--- config.mk ---
export PLATFORM = sky130hd
export DESIGN_NAME = nec_ir_pulse_decoder_flat
export DESIGN_NICKNAME = d
export VERILOG_FILES = /design/src/rtl/necir_pkg.sv /design/src/rtl/necir_interval_if.sv /design/src/rtl/necir_frame_if.sv /design/src/rtl/necir_cfg_if.sv /design/src/rtl/necir_cfg_regs.sv /design/src/rtl/necir_classify.sv /design/src/rtl/necir_frame.sv /design/src/rtl/nec_ir_pulse_decoder.sv /design/src/flat_wrapper.sv
export SDC_FILE = /design/constraint.sdc
export NUM_CORES = 1
export LEC_CHECK = 0
export BUFFER_PORTS_ARGS = -buffer_cell sky130_fd_sc_hd__buf_4
export CELL_PAD_IN_SITES_DETAIL_PLACEMENT = 0
export CELL_PAD_IN_SITES_GLOBAL_PLACEMENT = 1
export CORE_ASPECT_RATIO = 0.7
export CORE_MARGIN = 5
export CORE_UTILIZATION = 48
export DETAILED_ROUTE_END_ITERATION = 12
export PLACE_DENSITY = 0.81
export SYNTH_ARGS = -nofsm -noshare
export SYNTH_HDL_FRONTEND = slang
export SYNTH_SLANG_ARGS = --single-unit
--- constraint.sdc ---
create_clock -name clk -period 2.7 [get_ports clk]
set_clock_uncertainty 0.15 [all_clocks]
set_input_delay 0.135 -clock clk [delete_from_list [all_inputs] [get_ports clk]]
set_output_delay 0.135 -clock clk [all_outputs]
set_load 0.1 [all_outputs]
--- src/rtl/necir_pkg.sv ---
// Shared types and constants for the NEC infrared pulse decoder.
// No dependencies; compiled first.
`default_nettype none

package necir_pkg;

    // Frame geometry
    localparam int FRAME_EDGES   = 33;
    localparam int INTERVAL_BITS = 16;
    localparam int EDGE_W        = $clog2(FRAME_EDGES);

    // Port widths fixed by the field definitions
    localparam int INTERVAL_W = 16;
    localparam int CFG_W      = 16;
    localparam int BYTE_W     = 8;
    localparam int CFG_IDX_W  = 3;

    // Width of the window comparisons
    localparam int USE_W = (INTERVAL_BITS < INTERVAL_W) ? INTERVAL_BITS : INTERVAL_W;
    localparam int CMP_W = (USE_W > CFG_W) ? USE_W : CFG_W;

    // Edge positions of the two byte fields
    localparam logic [EDGE_W-1:0] ADDR_FIRST = EDGE_W'(2);
    localparam logic [EDGE_W-1:0] ADDR_LAST  = EDGE_W'(9);
    localparam logic [EDGE_W-1:0] CMD_FIRST  = EDGE_W'(18);
    localparam logic [EDGE_W-1:0] CMD_LAST   = EDGE_W'(25);
    localparam logic [EDGE_W-1:0] LAST_EDGE  = EDGE_W'(FRAME_EDGES - 1);

    localparam logic [BYTE_W-1:0] SYNC_BYTE = '1;

    // Register reset values
    localparam logic [CFG_W-1:0] ONE_MIN_RST  = CFG_W'(1800);
    localparam logic [CFG_W-1:0] ONE_MAX_RST  = CFG_W'(2700);
    localparam logic [CFG_W-1:0] ZERO_MIN_RST = CFG_W'(900);
    localparam logic [CFG_W-1:0] ZERO_MAX_RST = CFG_W'(1400);
    localparam logic [CFG_W-1:0] SYNC_MIN_RST = CFG_W'(10800);
    localparam logic [CFG_W-1:0] SYNC_MAX_RST = CFG_W'(16000);

    typedef enum logic [CFG_IDX_W-1:0] {
        REG_ONE_MIN  = 3'd0,
        REG_ONE_MAX  = 3'd1,
        REG_ZERO_MIN = 3'd2,
        REG_ZERO_MAX = 3'd3,
        REG_SYNC_MIN = 3'd4,
        REG_SYNC_MAX = 3'd5
    } cfg_idx_t;

    typedef struct packed {
        logic [CFG_W-1:0] one_min;
        logic [CFG_W-1:0] one_max;
        logic [CFG_W-1:0] zero_min;
        logic [CFG_W-1:0] zero_max;
        logic [CFG_W-1:0] sync_min;
        logic [CFG_W-1:0] sync_max;
    } windows_t;

    typedef struct packed {
        logic bit_val;
        logic sync;
    } class_t;

endpackage

`default_nettype wire

--- src/rtl/necir_interval_if.sv ---
// Input channel: one measured interval per transfer.
// Depends on necir_pkg.
`default_nettype none

interface necir_interval_if;
    logic                               valid;
    logic                               ready;
    logic [necir_pkg::INTERVAL_W-1:0]   interval;

    modport source (output valid, output interval, input ready);
    modport sink   (input valid, input interval, output ready);
endinterface

`default_nettype wire

--- src/rtl/necir_frame_if.sv ---
// Output channel: decoded address and command per frame.
// Depends on necir_pkg.
`default_nettype none

interface necir_frame_if;
    logic                           valid;
    logic                           ready;
    logic [necir_pkg::BYTE_W-1:0]   address;
    logic [necir_pkg::BYTE_W-1:0]   command;

    modport source (output valid, output address, output command, input ready);
    modport sink   (input valid, input address, input command, output ready);
endinterface

`default_nettype wire

--- src/rtl/necir_cfg_if.sv ---
// Configuration write channel: register index and write data.
// Depends on necir_pkg.
`default_nettype none

interface necir_cfg_if;
    logic                               valid;
    logic                               ready;
    logic [necir_pkg::CFG_IDX_W-1:0]    index;
    logic [necir_pkg::CFG_W-1:0]        data;

    modport source (output valid, output index, output data, input ready);
    modport sink   (input valid, input index, input data, output ready);
endinterface

`default_nettype wire

--- src/rtl/necir_cfg_regs.sv ---
// Window bound registers written through the configuration channel.
// Depends on necir_pkg and necir_cfg_if.
`default_nettype none

module necir_cfg_regs (
    input  wire logic           clk,
    input  wire logic           rst_n,
    necir_cfg_if.sink           cfg,
    output necir_pkg::windows_t win
);
    import necir_pkg::*;

    windows_t win_reg;
    windows_t win_next;

    assign cfg.ready = 1'b1;

    always_comb
    begin
        win_next = win_reg;
        if (cfg.valid)
        begin
            case (cfg.index)
                REG_ONE_MIN:  win_next.one_min  = cfg.data;
                REG_ONE_MAX:  win_next.one_max  = cfg.data;
                REG_ZERO_MIN: win_next.zero_min = cfg.data;
                REG_ZERO_MAX: win_next.zero_max = cfg.data;
                REG_SYNC_MIN: win_next.sync_min = cfg.data;
                REG_SYNC_MAX: win_next.sync_max = cfg.data;
                default:      win_next = win_reg;
            endcase
        end
    end

    always_ff @(posedge clk or negedge rst_n)
    begin
        if (!rst_n)
        begin
            win_reg.one_min  <= ONE_MIN_RST;
            win_reg.one_max  <= ONE_MAX_RST;
            win_reg.zero_min <= ZERO_MIN_RST;
            win_reg.zero_max <= ZERO_MAX_RST;
            win_reg.sync_min <= SYNC_MIN_RST;
            win_reg.sync_max <= SYNC_MAX_RST;
        end
        else
        begin
            win_reg <= win_next;
        end
    end

    assign win = win_reg;

endmodule

`default_nettype wire

--- src/rtl/necir_classify.sv ---
// Window classifier: one window wins over zero window, zero over sync.
// Depends on necir_pkg.
`default_nettype none

module necir_classify (
    input  wire logic [necir_pkg::INTERVAL_W-1:0] interval,
    input  wire necir_pkg::windows_t              win,
    output necir_pkg::class_t                     cls
);
    import necir_pkg::*;

    logic [CMP_W-1:0] v;
    logic             in_one;
    logic             in_zero;
    logic             in_sync;

    always_comb
    begin
        v       = CMP_W'(interval[USE_W-1:0]);
        in_one  = (v >= CMP_W'(win.one_min))  && (v <= CMP_W'(win.one_max));
        in_zero = (v >= CMP_W'(win.zero_min)) && (v <= CMP_W'(win.zero_max));
        in_sync = (v >= CMP_W'(win.sync_min)) && (v <= CMP_W'(win.sync_max));
        cls.bit_val = in_one;
        cls.sync    = !in_one && !in_zero && in_sync;
    end

endmodule

`default_nettype wire

--- src/rtl/necir_frame.sv ---
// Frame assembly: input register, edge counter, byte shifters, result register.
// Depends on necir_pkg, necir_classify and the channel interfaces.
`default_nettype none

module necir_frame (
    input  wire logic                clk,
    input  wire logic                rst_n,
    input  wire necir_pkg::windows_t win,
    necir_interval_if.sink           pulse,
    necir_frame_if.source            frame
);
    import necir_pkg::*;

    logic                  in_valid_reg;
    logic [INTERVAL_W-1:0] in_data_reg;
    logic [EDGE_W-1:0]     edge_count_reg;
    logic [EDGE_W-1:0]     edge_count_next;
    logic [BYTE_W-1:0]     addr_shift_reg;
    logic [BYTE_W-1:0]     addr_shift_next;
    logic [BYTE_W-1:0]     cmd_shift_reg;
    logic [BYTE_W-1:0]     cmd_shift_next;
    logic                  addr_sync_reg;
    logic                  addr_sync_next;
    logic                  cmd_sync_reg;
    logic                  cmd_sync_next;
    logic                  out_valid_reg;
    logic                  out_valid_next;
    logic [BYTE_W-1:0]     out_addr_reg;
    logic [BYTE_W-1:0]     out_addr_next;
    logic [BYTE_W-1:0]     out_cmd_reg;
    logic [BYTE_W-1:0]     out_cmd_next;

    class_t cls;
    logic   frame_end;
    logic   in_addr;
    logic   in_cmd;
    logic   advance;
    logic   load;

    necir_classify u_classify (
        .interval (in_data_reg),
        .win      (win),
        .cls      (cls)
    );

    assign frame_end = (edge_count_reg == LAST_EDGE);
    assign in_addr   = (edge_count_reg >= ADDR_FIRST) && (edge_count_reg <= ADDR_LAST);
    assign in_cmd    = (edge_count_reg >= CMD_FIRST) && (edge_count_reg <= CMD_LAST);

    // Only a frame-ending item waits on a full result register
    assign advance = in_valid_reg && (!frame_end || !out_valid_reg || frame.ready);
    assign load    = pulse.valid && pulse.ready;

    assign pulse.ready = !in_valid_reg || advance;

    always_comb
    begin
        edge_count_next = edge_count_reg;
        addr_shift_next = addr_shift_reg;
        cmd_shift_next  = cmd_shift_reg;
        addr_sync_next  = addr_sync_reg;
        cmd_sync_next   = cmd_sync_reg;
        if (advance)
        begin
            if (frame_end)
            begin
                edge_count_next = '0;
                addr_shift_next = '0;
                cmd_shift_next  = '0;
                addr_sync_next  = 1'b0;
                cmd_sync_next   = 1'b0;
            end
            else
            begin
                edge_count_next = edge_count_reg + EDGE_W'(1);
                if (in_addr)
                begin
                    addr_shift_next = {addr_shift_reg[BYTE_W-2:0], cls.bit_val};
                    addr_sync_next  = addr_sync_reg || cls.sync;
                end
                else if (in_cmd)
                begin
                    cmd_shift_next = {cmd_shift_reg[BYTE_W-2:0], cls.bit_val};
                    cmd_sync_next  = cmd_sync_reg || cls.sync;
                end
            end
        end
    end

    always_comb
    begin
        out_valid_next = out_valid_reg && !frame.ready;
        out_addr_next  = out_addr_reg;
        out_cmd_next   = out_cmd_reg;
        if (advance && frame_end)
        begin
            out_valid_next = 1'b1;
            out_addr_next  = addr_sync_reg ? SYNC_BYTE : addr_shift_reg;
            out_cmd_next   = cmd_sync_reg ? SYNC_BYTE : cmd_shift_reg;
        end
    end

    always_ff @(posedge clk or negedge rst_n)
    begin
        if (!rst_n)
        begin
            in_valid_reg   <= 1'b0;
            edge_count_reg <= '0;
            addr_shift_reg <= '0;
            cmd_shift_reg  <= '0;
            addr_sync_reg  <= 1'b0;
            cmd_sync_reg   <= 1'b0;
            out_valid_reg  <= 1'b0;
        end
        else
        begin
            in_valid_reg   <= load || (in_valid_reg && !advance);
            edge_count_reg <= edge_count_next;
            addr_shift_reg <= addr_shift_next;
            cmd_shift_reg  <= cmd_shift_next;
            addr_sync_reg  <= addr_sync_next;
            cmd_sync_reg   <= cmd_sync_next;
            out_valid_reg  <= out_valid_next;
        end
    end

    always_ff @(posedge clk)
    begin
        if (load)
        begin
            in_data_reg <= pulse.interval;
        end
        out_addr_reg <= out_addr_next;
        out_cmd_reg  <= out_cmd_next;
    end

    assign frame.valid   = out_valid_reg;
    assign frame.address = out_addr_reg;
    assign frame.command = out_cmd_reg;

    // Counter wraps at the frame-ending edge and never runs past it
    a_edge_range: assert property (@(posedge clk) disable iff (!rst_n)
        edge_count_reg <= LAST_EDGE)
        else $error("edge count beyond frame end");

    a_clear_after_frame: assert property (@(posedge clk) disable iff (!rst_n)
        advance && frame_end |=> edge_count_reg == '0 && !addr_sync_reg && !cmd_sync_reg)
        else $error("frame state not cleared after result");

    a_result_source: assert property (@(posedge clk) disable iff (!rst_n)
        $rose(out_valid_reg) |-> $past(advance) && $past(frame_end))
        else $error("result raised without a frame-ending edge");

    a_held_item: assert property (@(posedge clk) disable iff (!rst_n)
        in_valid_reg && !advance |=> in_valid_reg && $stable(in_data_reg)
            && $stable(edge_count_reg))
        else $error("stalled item lost or state moved");

endmodule

`default_nettype wire

--- src/rtl/nec_ir_pulse_decoder.sv ---
// NEC infrared pulse decoder: one interval per falling edge in, address and command out.
// A frame-ending interval goes through the input register, then the result register.
// Throughput: one interval per cycle; only a frame-ending interval waits on a held result.
// Reset (rst_n, asynchronous): edge count and bytes cleared, window bounds to defaults.
// Depends on necir_pkg, the channel interfaces, necir_cfg_regs and necir_frame.
`default_nettype none

module nec_ir_pulse_decoder (
    input  wire logic       clk,
    input  wire logic       rst_n,
    necir_interval_if.sink  pulse,
    necir_frame_if.source   frame,
    necir_cfg_if.sink       cfg
);
    import necir_pkg::*;

    windows_t win;

    necir_cfg_regs u_cfg_regs (
        .clk   (clk),
        .rst_n (rst_n),
        .cfg   (cfg),
        .win   (win)
    );

    necir_frame u_frame (
        .clk   (clk),
        .rst_n (rst_n),
        .win   (win),
        .pulse (pulse),
        .frame (frame)
    );

endmodule

`default_nettype wire

--- src/flat_wrapper.sv ---
// flat-port wrapper written by rule: the top's interface ports become plain ports
module nec_ir_pulse_decoder_flat import necir_pkg::*;
  (clk, rst_n, pulse_valid, pulse_interval, pulse_ready, frame_valid, frame_address, frame_command, frame_ready, cfg_valid, cfg_index, cfg_data, cfg_ready);
  necir_interval_if pulse_i ();
  necir_frame_if frame_i ();
  necir_cfg_if cfg_i ();
  input  wire logic clk;
  input  wire logic rst_n;
  input wire logic [$bits(pulse_i.valid)-1:0] pulse_valid;
  input wire logic [$bits(pulse_i.interval)-1:0] pulse_interval;
  output wire logic [$bits(pulse_i.ready)-1:0] pulse_ready;
  output wire logic [$bits(frame_i.valid)-1:0] frame_valid;
  output wire logic [$bits(frame_i.address)-1:0] frame_address;
  output wire logic [$bits(frame_i.command)-1:0] frame_command;
  input wire logic [$bits(frame_i.ready)-1:0] frame_ready;
  input wire logic [$bits(cfg_i.valid)-1:0] cfg_valid;
  input wire logic [$bits(cfg_i.index)-1:0] cfg_index;
  input wire logic [$bits(cfg_i.data)-1:0] cfg_data;
  output wire logic [$bits(cfg_i.ready)-1:0] cfg_ready;
  assign pulse_i.valid = pulse_valid;
  assign pulse_i.interval = pulse_interval;
  assign pulse_ready = pulse_i.ready;
  assign frame_valid = frame_i.valid;
  assign frame_address = frame_i.address;
  assign frame_command = frame_i.command;
  assign frame_i.ready = frame_ready;
  assign cfg_i.valid = cfg_valid;
  assign cfg_i.index = cfg_index;
  assign cfg_i.data = cfg_data;
  assign cfg_ready = cfg_i.ready;
  nec_ir_pulse_decoder u_core (.clk(clk), .rst_n(rst_n), .pulse(pulse_i), .frame(frame_i), .cfg(cfg_i));
endmodule
==> summary.md <==
| Metric | Value |
|---|---|
| Status | complete, but fails checks |
| Failing checks | negative setup slack |
| Overflow after GRT | 0 |
| Slew @ Worst Pin | 0.673 ns |
| Worst path slowest cell | edfxtp_1 |
| Worst-path cell chain | ha_1 -> nand2_1 -> nor3_1 -> o31ai_1 -> a2111oi_1 -> o32ai_2 -> or2b_1 -> mux2i_1 |
| Primary FF master, synth | dfrtp_1 |
| Period minus WS final | 2.71 ns |
| Syn Inst Count | 772 |
| Post-Route WL | 19.6 mm |
| Core footprint | 16400 um2 |
| Via density per instance | 5.29 |
| First-pass GRT wire length | 32.1 mm |
| Die H | 119 um |
| Net Sw Power | 2.47 mW |
| Share of the synthesized area in the top cell type | 0.284 |
| Final antenna-violating net count | 0 |
| Chip width | 165 um |
| CP Data Arrival Time | 2.92 ns |
| Synth Area in Compound Gates | 0.108 |
| Initial antenna violation count | 0 |
| Post-synthesis mux area share | 0.0526 |
| Maximum vdd drop | 385 uV |
| CTS sink count | 154 |
| Root Driver | clkbuf_16 |
| Max Slew Vio Count | 0 |
| Sw Share | 0.319 |
| Setup violations, final | 1 |
| R2R Path End | u_core.u_frame.cmd_shift_reg[0]$_DFFE_PN0P_ |
| Pre-CTS WS | 0.00988 ns |
| Final hold vios | 0 |
| Yosys top cell by area | dfrtp_1 |
| DRC viols | 0 |
| Clk pwr share | 0.322 |
| Power per Cell Area | 785 nW/um2 |
| Clock tree buffer depth | 2 |
| Port Buffer Count | 57 |
| Buf/Inv on CP | 0 |
| Post-Synth Simple-Gate Area | 0.125 |
| Register area share after synthesis | 0.499 |
| Final period util | 1.01 |
| Post-Synth Adder-Cell Area | 0.154 |
| CTS HTree Levels | 4 |
| Placed wire-length estimate | 13.6 mm |
| Synth top area cells | dfrtp_1 (28%), ha_1 (15%), edfxtp_1 (12%) |
| Area growth, synth to finish | 22.0% |
| Fmax achieved | 368 MHz |
| Ant. Diodes | 0 |
| CP max FO | 6 |
| Main combinational cell family by area after synthesis | adder cells |
| Max-Cap Viols | 0 |
| CP Capture Type | flop |
| I/O pins | 59 |
| Gate power share | 0.258 |
| Yosys cell types | 53 |
| Setup_tns | -0.0141 ns |
| CP startpoint kind | flop |
| Synth Register Bits | 154 |
| Int Power | 5.29 mW |
| Pleak | 4.56 nW |
| Largest register FFs | 96 |
| Total GRT Usage | 0.211 |
| Post-synth ARST share | 0.792 |
| Fin nets | 1017 |
| CP peak stage delay | 0.56 ns |
| Core Rows | 39 |
| Reg-to-Reg Start | u_core.u_frame.in_data_reg[7]$_DFFE_PP_ |
| Syn_area_per_cell | 10.5 um2 |
| Worst Reg-to-Reg Cells | 8 |
| Largest net degree at the start of global routing | 59 |
| WL/cell | 17.6 um |
| Syn Nets | 912 |
| TritonCTS clock tree | yes |
| Layout cell share with drive strength beyond 1 | 0.235 |
| Setup WS post-layout | -0.0141 ns |
| Placer Congestion | 0.887 |
| R2r setup slk | -0.01 ns |
| Die area | 19600 um2 |
| Drt initial violations | 456 |
| Crit Path Class | reg2reg |
| Delay-heaviest family, CP | compound AO/OA/AOI/OAI gates |
| Routed via count | 5896 |
| Warnings from Yosys | 0 |
| Clock latency on the worst-skew pair | 0.43 ns |
| Number of flops mapped to enable cells by yosys | 32 |
| Reg clk slew, reported paths | 0.07 ns |
| Num CTS Buffers | 17 |
| Xor-xnor portion of the synthesized cell area | 0.00324 |
| Initial core utilization | 0.493 |
| DR pass1 iterations | 5 |
| RSZ-0062 raised after global routing | yes |
| Cell area after synthesis | 8110 um2 |
| CP required | 2.90 ns |
| Vias in the first global route | 6022 |
| Rel. slew slack | 0.551 |
| Worst Hold Class | in2async |
| Seq pwr share | 0.421 |
==> repair_timing <==
| action | in CTS | in global routing |
|---|---|---|
| gates resized for setup | 3 | 5 |
| hold buffers | 36 | 0 |
| pin swaps | 1 | 3 |
| setup endpoints to repair | 2 | 4 |
| hold endpoints to repair | 198 | 0 |
| buffers inserted | 1 | 2 |
==> cell families after synthesis <==
logic type	after synthesis
AO/OA/AOI/OAI	147
multiplexers	38
buffers and inverters	116
other	1
flip-flops	154
adder cells (fa/ha/maj)	100
XOR/XNOR	3
AND/OR/NAND/NOR	213
==> power groups by stage <==
stage | Clock [mW] | Sequential [mW] | Combinational [mW]
2_1_floorplan | 0 | 3.20 | 1.39
3_3_place_gp | 0 | 3.28 | 1.82
3_5_place_dp | 0 | 3.30 | 1.88
4_1_cts | 2.54 | 3.26 | 1.95
5_1_grt | 2.64 | 3.33 | 2.29
6_report | 2.50 | 3.27 | 2.00
==> Yosys cell counts, types with 7 or more instances <==
cell	number
nand2_1	109
ha_1	100
inv_1	96
dfrtp_1	92
o21ai_0	72
mux2_2	37
a21oi_1	33
edfxtp_1	32
dfstp_2	30
nand3_1	28
nand4_1	17
clkbuf_1	16
or2_2	16
nor2_1	15
a21o_1	8
a211oi_1	7
==> worst register-to-register path: cells and delay by family (launching register included) <==
family                     cells  cell delay, ns
AOI/OAI and AO/OA              3            0.86
DFF                            1            0.56
and+or+nand+nor                3            0.54
adders and majority gates      1            0.38
muxes                          1            0.15
==> worst max-delay path by stage <==
stage,from,endpoint,cells past startpoint,slack (ns)
after floorplan,u_core.u_frame.edge_count_reg[1]$_DFFE_PN0P_,u_core.u_frame.in_data_reg[0]$_DFFE_PP_,6,-0.22
after global placement,u_core.u_frame.in_data_reg[5]$_DFFE_PP_,u_core.u_frame.addr_shift_reg[0]$_DFFE_PN0P_,8,0.06
after detailed placement,u_core.u_frame.in_data_reg[5]$_DFFE_PP_,u_core.u_frame.cmd_sync_reg$_DFFE_PN0P_,8,0.01
after CTS,u_core.u_frame.in_data_reg[7]$_DFFE_PP_,u_core.u_frame.addr_shift_reg[0]$_DFFE_PN0P_,8,0.001
after global routing,u_core.u_frame.in_data_reg[2]$_DFFE_PP_,u_core.u_frame.cmd_shift_reg[0]$_DFFE_PN0P_,8,-0.04
final,u_core.u_frame.in_data_reg[7]$_DFFE_PP_,u_core.u_frame.cmd_shift_reg[0]$_DFFE_PN0P_,8,-0.01
==> routing by layer <==
layer  up-vias  routed length, um  track usage
met4         0                245       0.0639
met5         -                  0            0
met2       134               8100        0.292
met3        22               1020       0.0428
met1      2854              10300        0.332
li1       2886                  -            -
==> through the flow <==
step / hold WS [ns] / cells / instance area (um2) / util / power, mW
after global routing: 0.0885 / 1115 / 9900 / 0.602 / 8.26
after CTS: 0.0474 / 1113 / 9860 / 0.599 / 7.76
final: 0.0472 / 1115 / 9900 / 0.602 / 7.77
after detailed placement: -0.0396 / 1044 / 8870 / 0.540 / 5.18
after global placement: -0.0453 / 1044 / 8870 / 0.540 / 5.10
after floorplan: -0.311 / 772 / 8140 / - / 4.59
==> cell usage in the layout (no fill, tap or decap), types with 2 or more instances in the layout <==
| master | instances |
|---|---|
| nand3_1 | 28 |
| inv_6 | 4 |
| nand2_1 | 108 |
| ha_1 | 99 |
| clkinv_2 | 2 |
| nand4_1 | 17 |
| o21ai_2 | 3 |
| bufinv_16 | 3 |
| nor4bb_4 | 2 |
| clkinvlp_4 | 3 |
| mux2_2 | 37 |
| or2_2 | 16 |
| xnor2_1 | 3 |
| a211oi_1 | 6 |
| buf_4 | 69 |
| dlygate4sd3_1 | 36 |
| edfxtp_1 | 32 |
| clkinv_4 | 2 |
| a21o_1 | 8 |
| nand2b_1 | 3 |
| o211ai_1 | 2 |
| a21oi_1 | 33 |
| dfrtp_1 | 91 |
| clkbuf_16 | 17 |
| inv_1 | 95 |
| nand4b_1 | 3 |
| nand2_2 | 2 |
| o21ai_1 | 4 |
| dfstp_2 | 30 |
| o21ai_0 | 72 |
| nor2_1 | 15 |
| nor3_1 | 3 |
| nor2b_1 | 4 |
| o31ai_1 | 3 |
==> final cells by class <==
type / instances / area, um2
Sequential cell: 154 / 4050
Timing Repair Buffer: 106 / 898
Fill cell: 1319 / 6550
Tap cell: 225 / 282
Clock inverter: 15 / 186
Inverter: 96 / 360
Clock buffer: 17 / 425
Multi-Input combinational cell: 502 / 3690
Note: power is estimated with default switching activity, not from simulation.
